## config.mk

```make
export PLATFORM = sky130hd
export DESIGN_NAME = gps_ctrl
export DESIGN_NICKNAME = d
export VERILOG_FILES = /design/src/sv/gps_pkg.sv /design/src/sv/gps_ctrl.sv
export SDC_FILE = /design/constraint.sdc
export NUM_CORES = 1
export LEC_CHECK = 0
export ABC_CLOCK_PERIOD_IN_PS = 3200
export BUFFER_PORTS_ARGS = -buffer_cell sky130_fd_sc_hd__buf_2
export CAP_MARGIN = 0
export CORE_ASPECT_RATIO = 1.75
export CORE_MARGIN = 2
export CORE_UTILIZATION = 43
export DETAILED_ROUTE_END_ITERATION = 10
export GPL_TIMING_DRIVEN = 1
export PLACE_DENSITY = 0.72
export SETUP_SLACK_MARGIN = 0.3
export SLEW_MARGIN = 20
export SYNTH_ARGS = -nofsm -noshare
export SYNTH_HDL_FRONTEND = slang
export SYNTH_SLANG_ARGS = --single-unit
```

## constraint.sdc

```tcl
create_clock -name i_clk -period 3.2 [get_ports i_clk]
set_input_delay 0.48 -clock i_clk [delete_from_list [all_inputs] [get_ports i_clk]]
set_output_delay 0.48 -clock i_clk [all_outputs]
set_load 0.03 [all_outputs]
```

## src/sv/gps_pkg.sv

```systemverilog
`default_nettype none
// ----------------------------------------------------------------------------
// gps_pkg
// Types, constants and the arithmetic microcode shared by the
// stencil right-hand-side controller and datapath.
// ----------------------------------------------------------------------------
package gps_pkg;

    localparam int DATA_W = 32;
    localparam int DIFF_W = 35;
    localparam int PROD_W = DATA_W + DIFF_W;
    localparam int ACC_W  = 72;
    localparam int TAG_W  = 10;
    localparam int SIZE_W = 11;
    localparam int STEP_W = 4;

    localparam int CFG_IDX_W = 3;
    localparam logic [CFG_IDX_W-1:0] CFG_LAP_X    = 3'd0;
    localparam logic [CFG_IDX_W-1:0] CFG_LAP_Y    = 3'd1;
    localparam logic [CFG_IDX_W-1:0] CFG_G        = 3'd2;
    localparam logic [CFG_IDX_W-1:0] CFG_NUM_ROWS = 3'd3;
    localparam logic [CFG_IDX_W-1:0] CFG_NUM_COLS = 3'd4;

    localparam logic signed [DATA_W-1:0] LAP_RESET  = 32'sd16777216;
    localparam logic [SIZE_W-1:0]        SIZE_RESET = 11'd1024;
    localparam logic [SIZE_W-1:0]        SIZE_MIN   = 11'd3;
    localparam logic [SIZE_W-1:0]        ROW_LIMIT  = 11'd1024;

    // microcode entry points and last step
    localparam logic [STEP_W-1:0] STEP_INT_FIRST = 4'd0;
    localparam logic [STEP_W-1:0] STEP_BND_FIRST = 4'd5;
    localparam logic [STEP_W-1:0] STEP_LAST      = 4'd12;

    typedef enum logic [3:0] {
        MUL_NONE,
        MUL_CRE_CRE,
        MUL_CIM_CIM,
        MUL_G_DENS,
        MUL_S_CRE,
        MUL_S_CIM,
        MUL_LX_DXR,
        MUL_LY_DYR,
        MUL_LX_DXI,
        MUL_LY_DYI
    } t_mul_sel;

    typedef enum logic [2:0] {
        ACC_NONE,
        ACC_DENS_LO,
        ACC_DENS_HI,
        ACC_S,
        ACC_KRE_ADD,
        ACC_KIM_ADD,
        ACC_KRE_SUB,
        ACC_KIM_SUB
    } t_acc_op;

    typedef enum logic [2:0] {
        CAP_NONE,
        CAP_PU,
        CAP_PL,
        CAP_PC,
        CAP_PR
    } t_cap;

    typedef struct packed {
        t_mul_sel mul;
        t_acc_op  acc;
    } t_uop;

    typedef struct packed {
        logic             accept;
        logic             rd_en;
        logic             prd_en;
        t_cap             cap;
        logic             wr_en;
        logic             ld_int;
        logic             ld_bnd;
        t_uop             uop;
        logic             load_out;
        logic [TAG_W-1:0] out_row;
        logic [TAG_W-1:0] out_col;
        logic             out_last;
    } t_cmd;

    typedef struct packed {
        logic out_free;
    } t_sts;

    // a step issues at most one product; each product is consumed by the step after it
    function automatic t_uop f_uop(input logic [STEP_W-1:0] step);
        t_uop u;
        u = '{mul: MUL_NONE, acc: ACC_NONE};
        case (step)
            4'd0:    u = '{mul: MUL_LX_DXR,  acc: ACC_NONE};
            4'd1:    u = '{mul: MUL_LY_DYR,  acc: ACC_KRE_ADD};
            4'd2:    u = '{mul: MUL_LX_DXI,  acc: ACC_KRE_ADD};
            4'd3:    u = '{mul: MUL_LY_DYI,  acc: ACC_KIM_ADD};
            4'd4:    u = '{mul: MUL_NONE,    acc: ACC_KIM_ADD};
            4'd5:    u = '{mul: MUL_CRE_CRE, acc: ACC_NONE};
            4'd6:    u = '{mul: MUL_CIM_CIM, acc: ACC_DENS_LO};
            4'd7:    u = '{mul: MUL_NONE,    acc: ACC_DENS_HI};
            4'd8:    u = '{mul: MUL_G_DENS,  acc: ACC_NONE};
            4'd9:    u = '{mul: MUL_NONE,    acc: ACC_S};
            4'd10:   u = '{mul: MUL_S_CRE,   acc: ACC_NONE};
            4'd11:   u = '{mul: MUL_S_CIM,   acc: ACC_KRE_SUB};
            4'd12:   u = '{mul: MUL_NONE,    acc: ACC_KIM_SUB};
            default: u = '{mul: MUL_NONE,    acc: ACC_NONE};
        endcase
        return u;
    endfunction

    function automatic logic signed [DATA_W-1:0] f_sat32(input logic signed [ACC_W-1:0] v);
        logic signed [DATA_W-1:0] res;
        if (v[ACC_W-1:DATA_W-1] == '0 || v[ACC_W-1:DATA_W-1] == '1) begin
            res = v[DATA_W-1:0];
        end else if (v[ACC_W-1]) begin
            res = 32'sh8000_0000;
        end else begin
            res = 32'sh7FFF_FFFF;
        end
        return res;
    endfunction

endpackage
`default_nettype wire

```

## src/sv/gps_ctrl.sv

```systemverilog
`default_nettype none
// ----------------------------------------------------------------------------
// gps_ctrl
// Sequencer: grid position, line-store addressing, microcode stepping
// and result tagging.
// ----------------------------------------------------------------------------
module gps_ctrl import gps_pkg::*; #(
    parameter int  MAX_COLS  = 1024,
    localparam int COL_LIMIT = (MAX_COLS < 1024) ? MAX_COLS : 1024,
    localparam int CW        = $clog2(COL_LIMIT)
) (
    input  wire logic                  i_clk,
    input  wire logic                  i_rst_n,
    input  wire logic                  i_in_valid,
    output logic                       o_in_stall,
    input  wire logic                  i_cfg_we,
    input  wire logic [CFG_IDX_W-1:0]  i_cfg_idx,
    input  wire logic [SIZE_W-1:0]     i_cfg_size,
    input  wire t_sts                  i_sts,
    output t_cmd                       o_cmd,
    output logic [CW:0]                o_rd_addr,
    output logic [CW-1:0]              o_prd_addr,
    output logic [CW:0]                o_wr_addr,
    output logic [CW-1:0]              o_pwr_addr
);

    typedef enum logic [3:0] {
        S_IDLE,
        S_RD0,
        S_RD1,
        S_RD2,
        S_RD3,
        S_RD4,
        S_WR,
        S_SET_INT,
        S_SET_BND,
        S_RUN,
        S_LOAD
    } t_state;

    t_state              r_state;
    logic [SIZE_W-1:0]   r_num_rows;
    logic [SIZE_W-1:0]   r_num_cols;
    logic [TAG_W-1:0]    r_row;
    logic [CW-1:0]       r_col;
    logic                r_in_ok;
    logic                r_prev_ok;
    logic [CW-1:0]       r_prev_col;
    logic                r_prev_par;
    logic [TAG_W-1:0]    r_cur_row;
    logic [CW-1:0]       r_cur_col;
    logic                r_do_int;
    logic                r_do_bnd;
    logic                r_last;
    logic                r_phase_int;
    logic [STEP_W-1:0]   r_step;

    logic [SIZE_W-1:0]   w_rows;
    logic [SIZE_W-1:0]   w_cols;
    logic [TAG_W-1:0]    w_row_last;
    logic [CW-1:0]       w_col_last;
    logic                w_accept;
    logic                w_do_int;
    logic                w_do_bnd;
    logic                w_restart;
    logic                w_par;

    always_comb begin
        if (r_num_rows < SIZE_MIN) begin
            w_rows = SIZE_MIN;
        end else if (r_num_rows > ROW_LIMIT) begin
            w_rows = ROW_LIMIT;
        end else begin
            w_rows = r_num_rows;
        end
        if (r_num_cols < SIZE_MIN) begin
            w_cols = SIZE_MIN;
        end else if (r_num_cols > SIZE_W'(COL_LIMIT)) begin
            w_cols = SIZE_W'(COL_LIMIT);
        end else begin
            w_cols = r_num_cols;
        end
    end

    assign w_row_last = TAG_W'(w_rows - 11'd1);
    assign w_col_last = CW'(w_cols - 11'd1);
    assign o_in_stall = (r_state != S_IDLE) | ~i_rst_n;
    assign w_accept   = i_in_valid & ~o_in_stall;
    assign w_do_int   = (r_row >= TAG_W'(2)) && (r_col >= CW'(2)) && r_in_ok;
    assign w_do_bnd   = (r_row == '0) || (r_row == w_row_last)
                     || (r_col == '0) || (r_col == w_col_last);
    assign w_restart  = i_cfg_we && (i_cfg_idx == CFG_NUM_ROWS || i_cfg_idx == CFG_NUM_COLS);
    assign w_par      = r_cur_row[0];

    always_ff @(posedge i_clk) begin
        if (!i_rst_n) begin
            r_state     <= S_IDLE;
            r_num_rows  <= SIZE_RESET;
            r_num_cols  <= SIZE_RESET;
            r_row       <= '0;
            r_col       <= '0;
            r_in_ok     <= 1'b0;
            r_prev_ok   <= 1'b0;
            r_prev_col  <= '0;
            r_prev_par  <= 1'b0;
            r_cur_row   <= '0;
            r_cur_col   <= '0;
            r_do_int    <= 1'b0;
            r_do_bnd    <= 1'b0;
            r_last      <= 1'b0;
            r_phase_int <= 1'b0;
            r_step      <= '0;
        end else begin
            case (r_state)
                S_IDLE: begin
                    if (w_accept) begin
                        r_prev_ok  <= r_in_ok;
                        r_prev_col <= r_cur_col;
                        r_prev_par <= r_cur_row[0];
                        r_cur_row  <= r_row;
                        r_cur_col  <= r_col;
                        r_in_ok    <= 1'b1;
                        r_do_int   <= w_do_int;
                        r_do_bnd   <= w_do_bnd;
                        r_last     <= (r_row == w_row_last) && (r_col == w_col_last);
                        // advance raster position
                        if (r_col == w_col_last) begin
                            r_col <= '0;
                            r_row <= (r_row == w_row_last) ? '0 : r_row + 1'b1;
                        end else begin
                            r_col <= r_col + 1'b1;
                        end
                        r_state <= w_do_int ? S_RD0 : S_WR;
                    end
                end
                S_RD0: r_state <= S_RD1;
                S_RD1: r_state <= S_RD2;
                S_RD2: r_state <= S_RD3;
                S_RD3: r_state <= S_RD4;
                S_RD4: r_state <= S_SET_INT;
                S_WR:  r_state <= r_do_bnd ? S_SET_BND : S_IDLE;
                S_SET_INT: begin
                    r_step      <= STEP_INT_FIRST;
                    r_phase_int <= 1'b1;
                    r_state     <= S_RUN;
                end
                S_SET_BND: begin
                    r_step      <= STEP_BND_FIRST;
                    r_phase_int <= 1'b0;
                    r_state     <= S_RUN;
                end
                S_RUN: begin
                    if (r_step == STEP_LAST) begin
                        r_state <= S_LOAD;
                    end else begin
                        r_step <= r_step + 1'b1;
                    end
                end
                S_LOAD: begin
                    if (i_sts.out_free) begin
                        r_state <= (r_phase_int && r_do_bnd) ? S_SET_BND : S_IDLE;
                    end
                end
                default: r_state <= S_IDLE;
            endcase
            if (i_cfg_we && i_cfg_idx == CFG_NUM_ROWS) begin
                r_num_rows <= i_cfg_size;
            end
            if (i_cfg_we && i_cfg_idx == CFG_NUM_COLS) begin
                r_num_cols <= i_cfg_size;
            end
            // size change: start a new grid and drop the held point
            if (w_restart) begin
                r_row   <= '0;
                r_col   <= '0;
                r_in_ok <= 1'b0;
            end
        end
    end

    assign o_wr_addr  = {r_prev_par, r_prev_col};
    assign o_pwr_addr = r_prev_col;

    always_comb begin
        o_cmd      = '0;
        o_cmd.uop  = '{mul: MUL_NONE, acc: ACC_NONE};
        o_cmd.cap  = CAP_NONE;
        o_rd_addr  = '0;
        o_prd_addr = r_cur_col - 1'b1;
        case (r_state)
            S_IDLE: o_cmd.accept = w_accept;
            S_RD0: begin
                o_cmd.rd_en  = 1'b1;
                o_cmd.prd_en = 1'b1;
                o_rd_addr    = {w_par, r_cur_col - CW'(1)};
            end
            S_RD1: begin
                o_cmd.rd_en = 1'b1;
                o_cmd.cap   = CAP_PU;
                o_rd_addr   = {~w_par, r_cur_col - CW'(2)};
            end
            S_RD2: begin
                o_cmd.rd_en = 1'b1;
                o_cmd.cap   = CAP_PL;
                o_rd_addr   = {~w_par, r_cur_col - CW'(1)};
            end
            S_RD3: begin
                o_cmd.rd_en = 1'b1;
                o_cmd.cap   = CAP_PC;
                o_rd_addr   = {~w_par, r_cur_col};
            end
            S_RD4: begin
                o_cmd.cap   = CAP_PR;
                o_cmd.wr_en = r_prev_ok;
            end
            S_WR:      o_cmd.wr_en  = r_prev_ok;
            S_SET_INT: o_cmd.ld_int = 1'b1;
            S_SET_BND: o_cmd.ld_bnd = 1'b1;
            S_RUN:     o_cmd.uop    = f_uop(r_step);
            S_LOAD: begin
                o_cmd.load_out = i_sts.out_free;
                if (r_phase_int) begin
                    o_cmd.out_row  = r_cur_row - 1'b1;
                    o_cmd.out_col  = TAG_W'(r_cur_col - CW'(1));
                    o_cmd.out_last = 1'b0;
                end else begin
                    o_cmd.out_row  = r_cur_row;
                    o_cmd.out_col  = TAG_W'(r_cur_col);
                    o_cmd.out_last = r_last;
                end
            end
            default: o_cmd = '0;
        endcase
    end

    a_accept_leaves_idle: assert property (@(posedge i_clk) disable iff (!i_rst_n)
        w_accept |=> r_state != S_IDLE)
        else $error("accepted item did not start processing");

    a_step_bound: assert property (@(posedge i_clk) disable iff (!i_rst_n)
        r_state == S_RUN |-> r_step <= STEP_LAST)
        else $error("microcode step out of range");

    a_load_when_free: assert property (@(posedge i_clk) disable iff (!i_rst_n)
        o_cmd.load_out |-> i_sts.out_free)
        else $error("result loaded over an untaken result");

    a_int_needs_hold: assert property (@(posedge i_clk) disable iff (!i_rst_n)
        r_state == S_RD4 |-> r_prev_ok && r_do_int)
        else $error("interior read without a held point");

endmodule
`default_nettype wire

```

Word level (Yosys, flattened, before mapping). Memories as Yosys holds them, arrays and structs flattened. A register that Yosys moved wholly into a read port is not among the register bits. Cells that the tools add are included.

Add/sub/neg operators: 8. Magnitude comparators: 6. Eq/ne operators: 19. Multiplexer cells: 29. Bitwise gates (word level): 5. Reduce and logical (&&, ||, !) cells: 25.

Operators by type and width (number): 10-bit two-way mux (6); 11-bit case mux with 4 select lines (1); 4-bit case mux with 10 select lines (1); 10-bit by 1-bit subtractor with 10-bit output (second input constant) (4); 4-bit two-way mux (8); 11-bit greater-than comparator (second input constant) (2); 11-bit by 2-bit < comparator with 1-bit output (second input constant) (2); 22-bit two-way mux (1); 21-bit two-way mux (1); 10-bit by 1-bit adder with 10-bit output (second input constant) (2); 10-bit == test (2); 10-bit by 2-bit >= comparator with 1-bit output (second input constant) (2); 10-bit logical NOT (2); 4-bit by 3-bit == test with 1-bit output (second input constant) (4); 4-bit == test (second input constant) (4); 3-bit case mux with 4 select lines (1); 4-bit case mux with 3 select lines (1); 10-bit by 2-bit subtractor with 10-bit output (second input constant) (1); 4-bit by 2-bit == test with 1-bit output (second input constant) (2); 2-bit inequality test (second input constant) (4); 1-bit logical AND (7); 7-bit two-way mux (1); 1-bit two-way mux (6); 3-bit AND reduction (2); 17 further kinds (25).

Bits in registers: 86. Memory bits (read-only): 112. Input bits: 19. Output and inout port bits: 81. Logic and storage cells: 108. Memories: 1.

Memories: (name not given) (words 16, width 7, rd ports 1, clocked after memory_dff 1, write ports 0, line gps_pkg.sv:94) `case (step)`.

Longest topological paths before layout. Gate-level depths: netlist of the first run.

Depth in word-level cells: 8. Gate-level depth with buffers: 15. Gate-level depth less buffers: 12.

Least setup slack after synthesis of the first run. No wires, ideal clock.

Path kind: flip-flop to flip-flop. From: register r_num_rows[6]. To: register r_row[3]. Library setup time: 122 ps. Data arrival time: 3421 ps. Required time: 3078 ps. Setup slack: -343 ps. Cell stages (with the launch flop): 16. Buffers on the path: 3. Period minus slack after synthesis: 3543 ps. Cell sequence: dfxtp_1 -> clkbuf_1 -> or4_1 -> clkbuf_1 -> o31ai_1 -> nand2_1 -> ha_1 -> clkbuf_1 -> or3b_2 -> o2111ai_1 -> xnor2_1 -> a31oi_1 -> nand4_1 -> nor4_1 -> a21o_1 -> nor2_1.

Cells in the longest elaborated chain, start to end: 6. Elaborated cells between the ends (all ways): 7. Those cells by class: 1 x add/sub; 2 x order compare; 1 x eq/ne; 3 x mux.

Ends and longest elaborated chain: start: declaration (line gps_ctrl.sv:42) `logic [SIZE_W-1:0] r_num_rows;`; start signal: assignment (line gps_ctrl.sv:167) `r_num_rows <= i_cfg_size;`; 11-bit greater-than comparator (line gps_ctrl.sv:71) `end else if (r_num_rows > ROW_LIMIT) begin`; 10-bit two-way mux (line gps_ctrl.sv:71); 10-bit two-way mux (*) (line gps_ctrl.sv:69) `if (r_num_rows < SIZE_MIN) begin`; 10-bit by 1-bit subtractor with 10-bit output (*) (line gps_ctrl.sv:85) `assign w_row_last = TAG_W'(w_rows - 11'd1);`; 10-bit == test (*) (line gps_ctrl.sv:129) `r_row <= (r_row == w_row_last) ? '0 : r_row + 1'b1;`; 10-bit two-way mux (*) (line gps_ctrl.sv:129); end signal: assignment (line gps_ctrl.sv:129); end: declaration (line gps_ctrl.sv:44) `logic [TAG_W-1:0] r_row;`.

Every way passes the cells marked *; elsewhere a longest branch is shown, timed or not. A chain may end at the register's enable or synchronous reset.

Worst setup path after layout of the first run.
From: register r_num_cols[9]. To: register r_row[7].

Cells in the longest elaborated chain, start to end: 6. Elaborated cells between the ends (all ways): 7. Those cells by class: 1 x add/sub; 2 x order compare; 1 x eq/ne; 2 x mux; 1 x reduce/logical.

Ends and longest elaborated chain: start: declaration (line gps_ctrl.sv:43) `logic [SIZE_W-1:0] r_num_cols;`; start signal: assignment (line gps_ctrl.sv:170) `r_num_cols <= i_cfg_size;`; 11-bit greater-than comparator (line gps_ctrl.sv:78) `end else if (r_num_cols > SIZE_W'(COL_LIMIT)) begin`; 10-bit two-way mux (line gps_ctrl.sv:78); 10-bit two-way mux (*) (line gps_ctrl.sv:76) `if (r_num_cols < SIZE_MIN) begin`; 10-bit by 1-bit subtractor with 10-bit output (*) (line gps_ctrl.sv:86) `assign w_col_last = CW'(w_cols - 11'd1);`; 10-bit == test (*) (line gps_ctrl.sv:127) `if (r_col == w_col_last) begin`; 3-bit AND reduction (no source line) (*).

Marked as above.

==> metrics.txt, run 1 <==
maximum vdd drop 0.000291 V; mux share of post-synthesis cell area approximately 1.5%; Worst slew margin between 50% and 60%; # setup viols final 0; RePlAce Congestion a little over 0.9; Seq cells post-synth a little over 90; Combinational Power Share a little under a third; FILL cells around 1300; Antenna Nets Post-Route 0; Pwr Total between 3 and 4 mW; crit path launch type register; Max Cap Viol 0; worst skew pair latency approximately 0.35 ns; Worst Path Max Fanout 8; I/O pins 100; number of synthesized flops with an enable pin 0; P&R area growth vs syn 24.3%; initial antenna violation count 0; Buffers on Ports 99; Post-Synth Adder-Cell Area 3.87%; Die X 94.4 µm; GRT busiest layer met2; Compound-Gate Fraction of Synth Area between 15 and 20%; Inserted Diodes 0; DRC Markers 0; hold buffers post-CTS 0; Post-synth ARST share 0%; WS Path Type register to register; Core Footprint approximately 14000 µm²; Seq pwr share between 30% and 40%; Sw Pwr about 1.2 mW; Net Count, Synth between 800 and 900; met3 usage ~3.3%; TritonCTS Buffers 9; routed len/inst approximately 16 µm; Yosys cell types 70; Post-Syn Area per Cell approximately 7.3 µm²; die area 15300 µm²; Min Hold Slack ~0.39 ns; Critical path origin r_num_cols[9]; Clock power frac 31.0%; Max Freq between 300 and 400 MHz; placed cell count between 1000 and 1500; mapped cell area ~6000 µm²; switching portion of total power a little over a third; non-filler cells, final around 1100; outcome finished, final reports clean; Synth Area in Simple Gates about 31%; post-route clock period utilization between 90% and 100%; r2r startpoint r_num_cols[9]; skew final approximately 0.010 ns; CTS max path bufs 2; internal power ~2.1 mW; clock slew at reported path FFs 0.06 ns; Leak roughly 3.2 nW; Slew Viols, Final 0; total routed wirelength roughly 17 mm; Initial Util between 40% and 50%; cell row count 57; number of global-route vias before repair about 6000; Tot GR Track Use between 20% and 30%; met1 Use GR 23.7%; Syn Inst Count ~840; Fin. Hold Viols 0; main combinational cell family by area after synthesis simple AND/OR/NAND/NOR gates; CTS tree yes; first-pass GRT wire length about 28 mm; largest net degree at the start of global routing 66; H-tree depth 3; Power per Cell Area approximately 440 nW/µm²; Hold Path Origin i_cfg_size[10]; root buffer cell clkbuf_16; RSZ-0062 raised after global routing yes; Synth Flop Type dfxtp_1; worst hold path type input pin to register; dpl ws -0.0347 ns; Synthesis Warnings 0; total gr overflow 0; Die Ht roughly 160 µm; met2 usage between 40% and 50%; TritonRoute pass-1 iters 5; Via Count 6304; Critical Path AT 3.29 ns; CP Capture Type register; DR iter-0 viols around 320; vias per inst between 5 and 6; hpwl dp approximately 13 mm; Post-Synth XOR/XNOR Area under 10%; Final #Nets 976; required time of the critical path 3.42 ns; setup tns final 0 ns; worst setup margin between 0.1 and 0.15 ns; Worst Tran Pin Value between 0.6 and 0.7 ns; post-layout minimum cycle time slightly above 3 ns; clock sink count 93; layout cells sized above 1 26.6%; Seq/Total Area, Yosys between 30 and 40%
layout by cell type, fill, tap and decap left out, types with 4 or more instances in the layout:
master,instances
o31ai_1,4
buf_6,4
dfxtp_2,5
nor4_1,12
o211ai_1,5
and2_1,9
nand3_1,44
a211oi_1,7
o21ai_0,30
a21oi_1,31
nand2b_1,10
ha_1,15
mux2i_1,8
or3_4,4
xnor2_1,26
nand2_1,147
nor2_1,65
a31oi_1,8
nand4_1,8
or3_1,10
nor3_1,18
buf_4,61
o21a_1,6
dfxtp_1,87
a21boi_0,23
clkbuf_16,9
o22ai_1,4
nor2b_1,9
inv_1,28
a21oi_2,6
buf_2,95
and3_1,5
nor3_2,4
xor2_1,27
path summary, 6_finish.rpt:
kind                    endpoint  slack, ns  depth (start not counted)
hold / removal    r_num_rows[10]       0.39                          3
setup / recovery        r_row[7]       0.14                         14
hold reg to reg        r_prev_ok       0.46                          2
setup reg to reg        r_row[7]       0.14                         14
flip-flops by register name, indices dropped and copies added (netlist names), named ones only:
signal / count
o_pwr_addr: 10
r_state: 4
r_row: 10
r_step: 4
r_do_bnd: 1
r_num_rows: 11
r_col: 10
r_phase_int: 1
r_last: 1
r_prev_par: 1
r_num_cols: 11
r_cur_row: 10
r_prev_ok: 1
r_in_ok: 1
r_cur_col: 10
cells by family (layout without fill, tap and decap cells):
| group | count (synthesis) | count (layout) |
|---|---|---|
| simple gates | 392 | 393 |
| mux | 9 | 9 |
| fa+ha+maj | 19 | 19 |
| flops | 93 | 93 |
| compound gates | 167 | 167 |
| xor+xnor | 55 | 55 |
| buf+inv | 108 | 207 |
worst max-delay path, stage by stage (launching register included):
cell and delay, ns:
dfxtp_2 0.34, nor4_4 0.27, buf_4 0.15, and2_4 0.15, o21ai_2 0.07, ha_4 0.21, nor2b_4 0.12, a211oi_1 0.06
a41o_1 0.24, a211oi_2 0.30, nand4_4 0.19, or2_4 0.33, buf_4 0.16, o31ai_2 0.27, a21oi_2 0.08
final cells by class:
| class | count | area, µm² | share of cell area (%) |
|---|---|---|---|
| Clock inverter | 6 | 51.3 | 0.671 |
| Timing Repair Buffer | 160 | 978 | 12.8 |
| Tap cell | 177 | 221 | 2.90 |
| Clock buffer | 10 | 239 | 3.13 |
| Inverter | 31 | 119 | 1.56 |
| Multi-Input combinational cell | 643 | 4160 | 54.4 |
| Sequential cell | 93 | 1870 | 24.5 |
layer usage:
metal,up-vias,part of all wire (%)
met5,-,0
met4,0,4.5
met3,54,4.0
met2,196,54
met1,2952,38
li1,3102,-
power groups by stage:
stage	registers, mW	clock network [mW]	logic [mW]
final	1.24	1.04	1.07
after global routing	1.25	1.11	1.15
after CTS	1.24	1.06	1.03
after floorplan	1.24	0	0.762
after global placement	1.26	0	1.00
after detailed placement	1.26	0	1.01
stage by stage:
step	utilization [%]	area, µm²
floorplan	-	6300
global placement	50.0	6950
detailed placement	50.0	6950
CTS	53.7	7470
global route	54.9	7640
finish	54.9	7640
cell usage after synthesis, types with 9 or more instances:
cell type    n  area (µm²)
nand3_1     45         225
nor2b_1     11        68.8
dfxtp_1     93        1860
inv_1       31         116
nor4_1      17         106
buf_4       11        82.6
nand2b_1    10        62.6
o21ai_0     34         170
nand2_1    149         559
xor2_1      27         236
ha_1        19         238
clkbuf_1    58         218
a21boi_0    23         173
xnor2_1     28         245
nor3_1      23         115
a21oi_1     35         175
and2_1      10        62.6
a31oi_1      9        56.3
nor2_1      67         251
or3_1       14        87.6
repair_timing:
item,CTS,global route
resized for setup,38,31
pin swaps,26,14
setup buffers,9,8
endpoints found under the hold margin,0,0
endpoints found under the setup margin,30,36
gates cloned,1,0
Note: power is estimated with default switching activity, not from simulation.
==> run 2, diff against run 1 <==
--- a/config.mk
+++ b/config.mk
@@ -10,10 +10,10 @@
 export CAP_MARGIN = 0
 export CORE_ASPECT_RATIO = 1.75
 export CORE_MARGIN = 2
-export CORE_UTILIZATION = 43
+export CORE_UTILIZATION = 30
 export DETAILED_ROUTE_END_ITERATION = 10
 export GPL_TIMING_DRIVEN = 1
-export PLACE_DENSITY = 0.72
+export PLACE_DENSITY = 0.55
 export SETUP_SLACK_MARGIN = 0.3
 export SLEW_MARGIN = 20
 export SYNTH_ARGS = -nofsm -noshare
==> run 2 against run 1 <==
Effect of this change:
- clock skew is 0.0011 ns lower
- first-iteration DRC count down 17%
- total power up 4.1%
- utilization shrank 16 points
- critical path depth is 1 higher
- final cell count up 6.6%
- routed wire length is 5.4% higher
- clock power increased by 9%
- combinational power rose by 6%
- register-to-register slack improved by 0.11 ns
- cell area grew 2.4%
- critical endpoint is now r_col[3]
==> metrics.txt, run 2 (same netlist as run 1, synthesis figures left out) <==
FILL cells 2128 (+60%); first-pass GRT wire length 29.4 mm (+4.5%); CTS tree yes; Worst Tran Pin Value 0.641 ns (-0.00932 ns); maximum vdd drop 0.000363 V (+25%); layout cells sized above 1 27.3% (+0.66 points); Antenna Nets Post-Route 0 (unchanged); Power per Cell Area 446 nW/µm² (+1.7%); hold buffers post-CTS 0 (unchanged); worst hold path type input pin to register; reg-to-reg critical path endpoint r_col[3]; I/O pins 100 (unchanged); Final #Nets 980 (+0.41%); r2r startpoint r_num_cols[6]; P&R area growth vs syn 27.2%; post-route clock period utilization 92.4% (-3.3 points); required time of the critical path 3.44 ns (+0.02 ns); Leak 3.22 nW (+0.66%); TritonCTS Buffers 9 (unchanged); hpwl dp 13.8 mm (+7.3%); Tot GR Track Use 16.6% (-6.1 points); # setup viols final 0 (unchanged); Buffers on Ports 99 (unchanged); post-layout minimum cycle time 2.96 ns (-0.106 ns); R2R Setup Slk 0.24 ns (+0.11 ns); crit path launch type register; Core Footprint 20200 µm² (+45%); WS Path Type register to register; root buffer cell clkbuf_16; clock slew at reported path FFs 0.07 ns (about the same); outcome finished, final reports clean; Hold Path Origin i_cfg_size[10]; routed len/inst 15.4 µm (-1.2%); commonest cells after routing, fill and taps aside 147 x nand2_1, 94 x buf_2, 87 x dfxtp_1, 62 x buf_4, 59 x nor2_1; RePlAce Congestion 0.883 (-2.9%); Worst slew margin 57.2% (+0.62 points); DR iter-0 viols 265 (-17%); clock sink count 93 (unchanged); Worst R2R Path Depth 15 (+1); Worst Path Max Fanout 8 (unchanged); Initial Util 30.4% (-14 points); TritonRoute pass-1 iters 4 (-1); CP Capture Type register; Die X 112 µm (+19%); DRC Markers 0 (unchanged); number of global-route vias before repair 5948 (-0.49%); largest net degree at the start of global routing 66 (unchanged); RSZ-0062 raised after global routing yes; CTS max path bufs 2 (unchanged); Max Freq 338 MHz (+3.6%); Slew Viols, Final 0 (unchanged); WHS Endpoint r_num_rows[10]; total gr overflow 0 (unchanged); setup tns final 0 ns (unchanged); vias per inst 5.14 (-8.7%); Via Count 6139 (-2.6%); placement-stage cell area 7100 µm² (+2.1%); total routed wirelength 18.4 mm (+5.4%); worst skew pair latency 0.35 ns (about the same); cell depth of the worst hold path 3 (unchanged); initial antenna violation count 0 (unchanged); Inserted Diodes 0 (unchanged); commonest non-fill, non-tap cell in the layout nand2_1; Fin. Hold Viols 0 (unchanged); skew final 0.00938 ns (-0.00111 ns); H-tree depth 3 (unchanged); Die Ht 193 µm (+19%); die area 21700 µm² (+42%); cell row count 69 (+21%); Finished Cell Area 7820 µm² (+2.4%); Critical Path AT 3.20 ns (-0.09 ns); biggest regs r_num_cols x11, r_num_rows x11; Max Cap Viol 0 (unchanged)
## run 2: changes by cell type in the layout (fill, tap and decap cells not counted), moves of 3 or more
cell and delta:
a21oi_1 -3, a21oi_2 +3, buf_6 +4, inv_6 -3
nor2_1 -6, nor2_2 +4
## run 2: where the power goes
group	switching (mW)	leakage (nW)	internal, mW
Clock	0.454	0.150	0.681
Sequential	0.0263	0.754	1.19
Combinational	0.741	2.31	0.392
Total	1.22	3.22	2.26
## run 2: per-stage QoR
| stage | hold WS (ns) | std cells | power, mW | utilization [%] | setup slack (ns) |
|---|---|---|---|---|---|
| global placement | 0.443 | 1164 | 2.30 | 35.1 | 0.0420 |
| global route | 0.412 | 1194 | 3.64 | 38.7 | 0.0958 |
| detailed placement | 0.451 | 1164 | 2.30 | 35.1 | 0.00727 |
| CTS | 0.382 | 1190 | 3.47 | 37.7 | 0.261 |
| finish | 0.393 | 1194 | 3.48 | 38.7 | 0.245 |
| floorplan | 0.428 | 843 | 2.00 | - | 0.0313 |
## run 2: how the worst max path moves through the flow
stage	startpoint	to	slack (ns)
4_1_cts	r_num_cols[9]	r_col[2]	0.26
5_1_grt	r_num_cols[6]	r_row[2]	0.1
2_1_floorplan	r_num_cols[5]	r_row[8]	0.03
3_3_place_gp	r_num_rows[5]	r_row[7]	0.04
3_5_place_dp	r_num_rows[5]	r_row[6]	0.007
6_report	r_num_cols[6]	r_col[3]	0.24
## run 2: area by class of cell
| class | count | area [µm²] | area share [%] |
|---|---|---|---|
| Multi-Input combinational cell | 643 | 4180 | 53.5 |
| Sequential cell | 93 | 1870 | 23.9 |
| Timing Repair Buffer | 164 | 1030 | 13.1 |
| Tap cell | 248 | 310 | 3.97 |
| Clock buffer | 11 | 233 | 2.98 |
| Inverter | 31 | 123 | 1.57 |
| Clock inverter | 4 | 73.8 | 0.944 |
## run 2: worst max-delay path: stages, from the launching register on
cell	delay [ns]
dfxtp_2	0.32
nor4_2	0.25
buf_4	0.15
and2_4	0.16
o21ai_4	0.07
ha_4	0.22
xnor2_2	0.14
xnor2_1	0.13
nor3_1	0.18
o2111a_1	0.25
nand4_4	0.15
or2_4	0.32
buf_6	0.14
o21ai_4	0.15
buf_6	0.18
nor2_1	0.05
## run 2: routing by layer
metal	part of all wire (%)	global-route usage, %	routed length [µm]
met1	39	17.3	7200
met2	55	32.5	10100
met3	2.6	2.41	481
met4	3.0	6.59	553
met5	0	0	0
## run 2: repair_timing
| item | 4_1_cts | 5_1_grt |
|---|---|---|
| endpoints found under the hold margin | 0 | 0 |
| pin swaps | 30 | 31 |
| setup buffers | 10 | 4 |
| resized for setup | 40 | 42 |
| gates cloned | 1 | 0 |
| setup endpoints to repair | 30 | 38 |
==> run 3, diff against run 2 <==
--- a/config.mk
+++ b/config.mk
@@ -8,7 +8,6 @@
 export ABC_CLOCK_PERIOD_IN_PS = 3200
 export BUFFER_PORTS_ARGS = -buffer_cell sky130_fd_sc_hd__buf_2
 export CAP_MARGIN = 0
-export CORE_ASPECT_RATIO = 1.75
 export CORE_MARGIN = 2
 export CORE_UTILIZATION = 30
 export DETAILED_ROUTE_END_ITERATION = 10
@@ -19,3 +18,4 @@
 export SYNTH_ARGS = -nofsm -noshare
 export SYNTH_HDL_FRONTEND = slang
 export SYNTH_SLANG_ARGS = --single-unit
+export TNS_END_PERCENT = 100
==> run 3 against run 2 <==
Effect of this change:
- die area decreased by 0.21%
- sequential power barely moved
- sequential cell count is the same
- cell area shrank 0.32%
- critical path depth decreased by 6
==> metrics.txt, run 3 (same netlist as run 1, synthesis figures left out) <==
DR iter-0 viols 317 (+20%); Die X 147 µm (+31%); CP cell instances inv_2 -> ha_4 -> or3b_4 -> or3_4 -> nor4_4 -> nand2_1 -> xor2_1 -> nor2_2 -> buf_6; Slew Viols, Final 0 (unchanged); largest net degree at the start of global routing 42 (-36%); Critical-path top delay cell or3b_4; CTS tree yes; Max Freq 339 MHz (+0.22%); CP peak stage delay 0.39 ns (+0.07 ns); die area 21700 µm² (-0.21%); H-tree depth 3 (unchanged); required time of the critical path 2.72 ns (-0.72 ns); Worst Path Max Fanout 3 (-5); WS Path Type register to primary output; cell depth of the worst hold path 3 (unchanged); Tot GR Track Use 16.5% (-0.14 points); outcome finished, final reports clean; clock slew at reported path FFs 0.07 ns (about the same); TritonCTS Buffers 9 (unchanged); hold buffers post-CTS 0 (unchanged); worst skew pair latency 0.36 ns (about the same); placement-stage cell area 7100 µm² (unchanged); Leak 3.23 nW (+0.36%); Via Count 6089 (-0.81%); Fin. Hold Viols 0 (unchanged); root buffer cell clkbuf_16; Max Cap Viol 0 (unchanged); RePlAce Congestion 0.810 (-8.3%); total gr overflow 0 (unchanged); Worst Tran Pin Value 0.691 ns (+0.0498 ns); vias per inst 4.98 (-3.1%); Finished Cell Area 7790 µm² (-0.32%); # setup viols final 0 (unchanged); Worst R2R Path Depth 12 (-3); CP Capture Type primary output; clock sink count 93 (unchanged); cell row count 52 (-25%); Inserted Diodes 0 (unchanged); worst setup margin 0.251 ns (+0.00660 ns); final core utilization 38.6% (-0.062 points); TritonRoute pass-1 iters 5 (+1); commonest cells after routing, fill and taps aside 147 x nand2_1, 96 x buf_2, 84 x dfxtp_1, 69 x buf_4, 65 x nor2_1; post-route clock period utilization 92.1% (-0.21 points); worst hold path type input pin to register; number of global-route vias before repair 5645 (-5.1%); FILL cells 2159 (+1.5%); maximum vdd drop 0.000233 V (-36%); Final #Nets 985 (+0.51%); Core Footprint 20200 µm² (-0.16%); routed len/inst 14.7 µm (-4.3%); total routed wirelength 18.0 mm (-2.0%); setup tns final 0 ns (unchanged); initial antenna violation count 0 (unchanged); non-filler cells, final 1222 (+2.3%); Buffers on Ports 99 (unchanged); crit path launch type register; commonest non-fill, non-tap cell in the layout nand2_1; Initial Util 30.5% (+0.049 points); DRC Markers 0 (unchanged); Die Ht 147 µm (-24%); RSZ-0062 raised after global routing yes; I/O pins 100 (unchanged); hpwl dp 13.0 mm (-5.6%); skew final 0.00943 ns (+0.0000515 ns); Worst slew margin 53.9% (-3.3 points); biggest regs r_num_cols x11, r_num_rows x11; Critical Path AT 2.47 ns (-0.73 ns); dpl ws 0.0440 ns (+0.0368 ns); layout cells sized above 1 27.0% (-0.28 points); CTS max path bufs 2 (unchanged); first-pass GRT wire length 29.4 mm (unchanged); P&R area growth vs syn 26.8%; Antenna Nets Post-Route 0 (unchanged); post-layout minimum cycle time 2.95 ns (-0.00660 ns); placed cell count 1183 (+1.6%); Power per Cell Area 442 nW/µm² (-0.89%)
## run 3: power by group
group	switching, mW	internal [mW]	total (mW)
combinational	0.707	0.391	1.10
sequential	0.0543	1.19	1.24
clock	0.527	0.571	1.10
total	1.29	2.15	3.44
## run 3: routing by layer
| layer | vias up | part of all wire (%) | track usage, % |
|---|---|---|---|
| li1 | 3117 | - | - |
| met1 | 2821 | 50 | 23.3 |
| met2 | 131 | 45 | 26.0 |
| met3 | 20 | 4.2 | 3.07 |
| met4 | 0 | 1.1 | 3.94 |
| met5 | - | 0 | 0 |
## run 3: path summary, 6_finish.rpt
| kind | start | to | slack (ns) |
|---|---|---|---|
| hold / removal | i_cfg_size[9] | r_num_cols[9] | 0.38 |
| setup reg to reg | r_num_cols[6] | r_row[4] | 0.28 |
| setup / recovery | r_cur_col[2] | o_cmd[10] | 0.25 |
| hold reg to reg | r_prev_ok | r_prev_ok | 0.45 |
## run 3: layout make-up
type / count / area, µm² / area share (%)
clock buffers: 10 / 239 / 3.07
clock inverters: 6 / 58.8 / 0.754
inverters: 31 / 119 / 1.52
multi-input cells: 643 / 4120 / 52.9
flip-flops and latches: 93 / 1880 / 24.1
well taps: 270 / 338 / 4.33
repair buffers: 169 / 1040 / 13.4
## run 3: repair_timing
action                                  CTS  global route
resized for setup                        38            25
pin swaps                                28            15
buffers inserted                         18             4
gates cloned                              1             0
endpoints found under the setup margin   30            32
## run 3: stage by stage
| stage | hold WS, ns | total power [mW] |
|---|---|---|
| after CTS | 0.370 | 3.43 |
| final | 0.382 | 3.44 |
| after global placement | 0.445 | 2.30 |
| after global routing | 0.388 | 3.62 |
| after detailed placement | 0.445 | 2.30 |
| after floorplan | 0.428 | 2.00 |
## run 3: critical path: cells and delay by family, from the launching register on
family        cells  cell delay (ns)
fa+ha+maj         1             0.13
simple gates      5             1.30
xor+xnor          1             0.15
flops             1             0.33
buf+inv           2             0.21
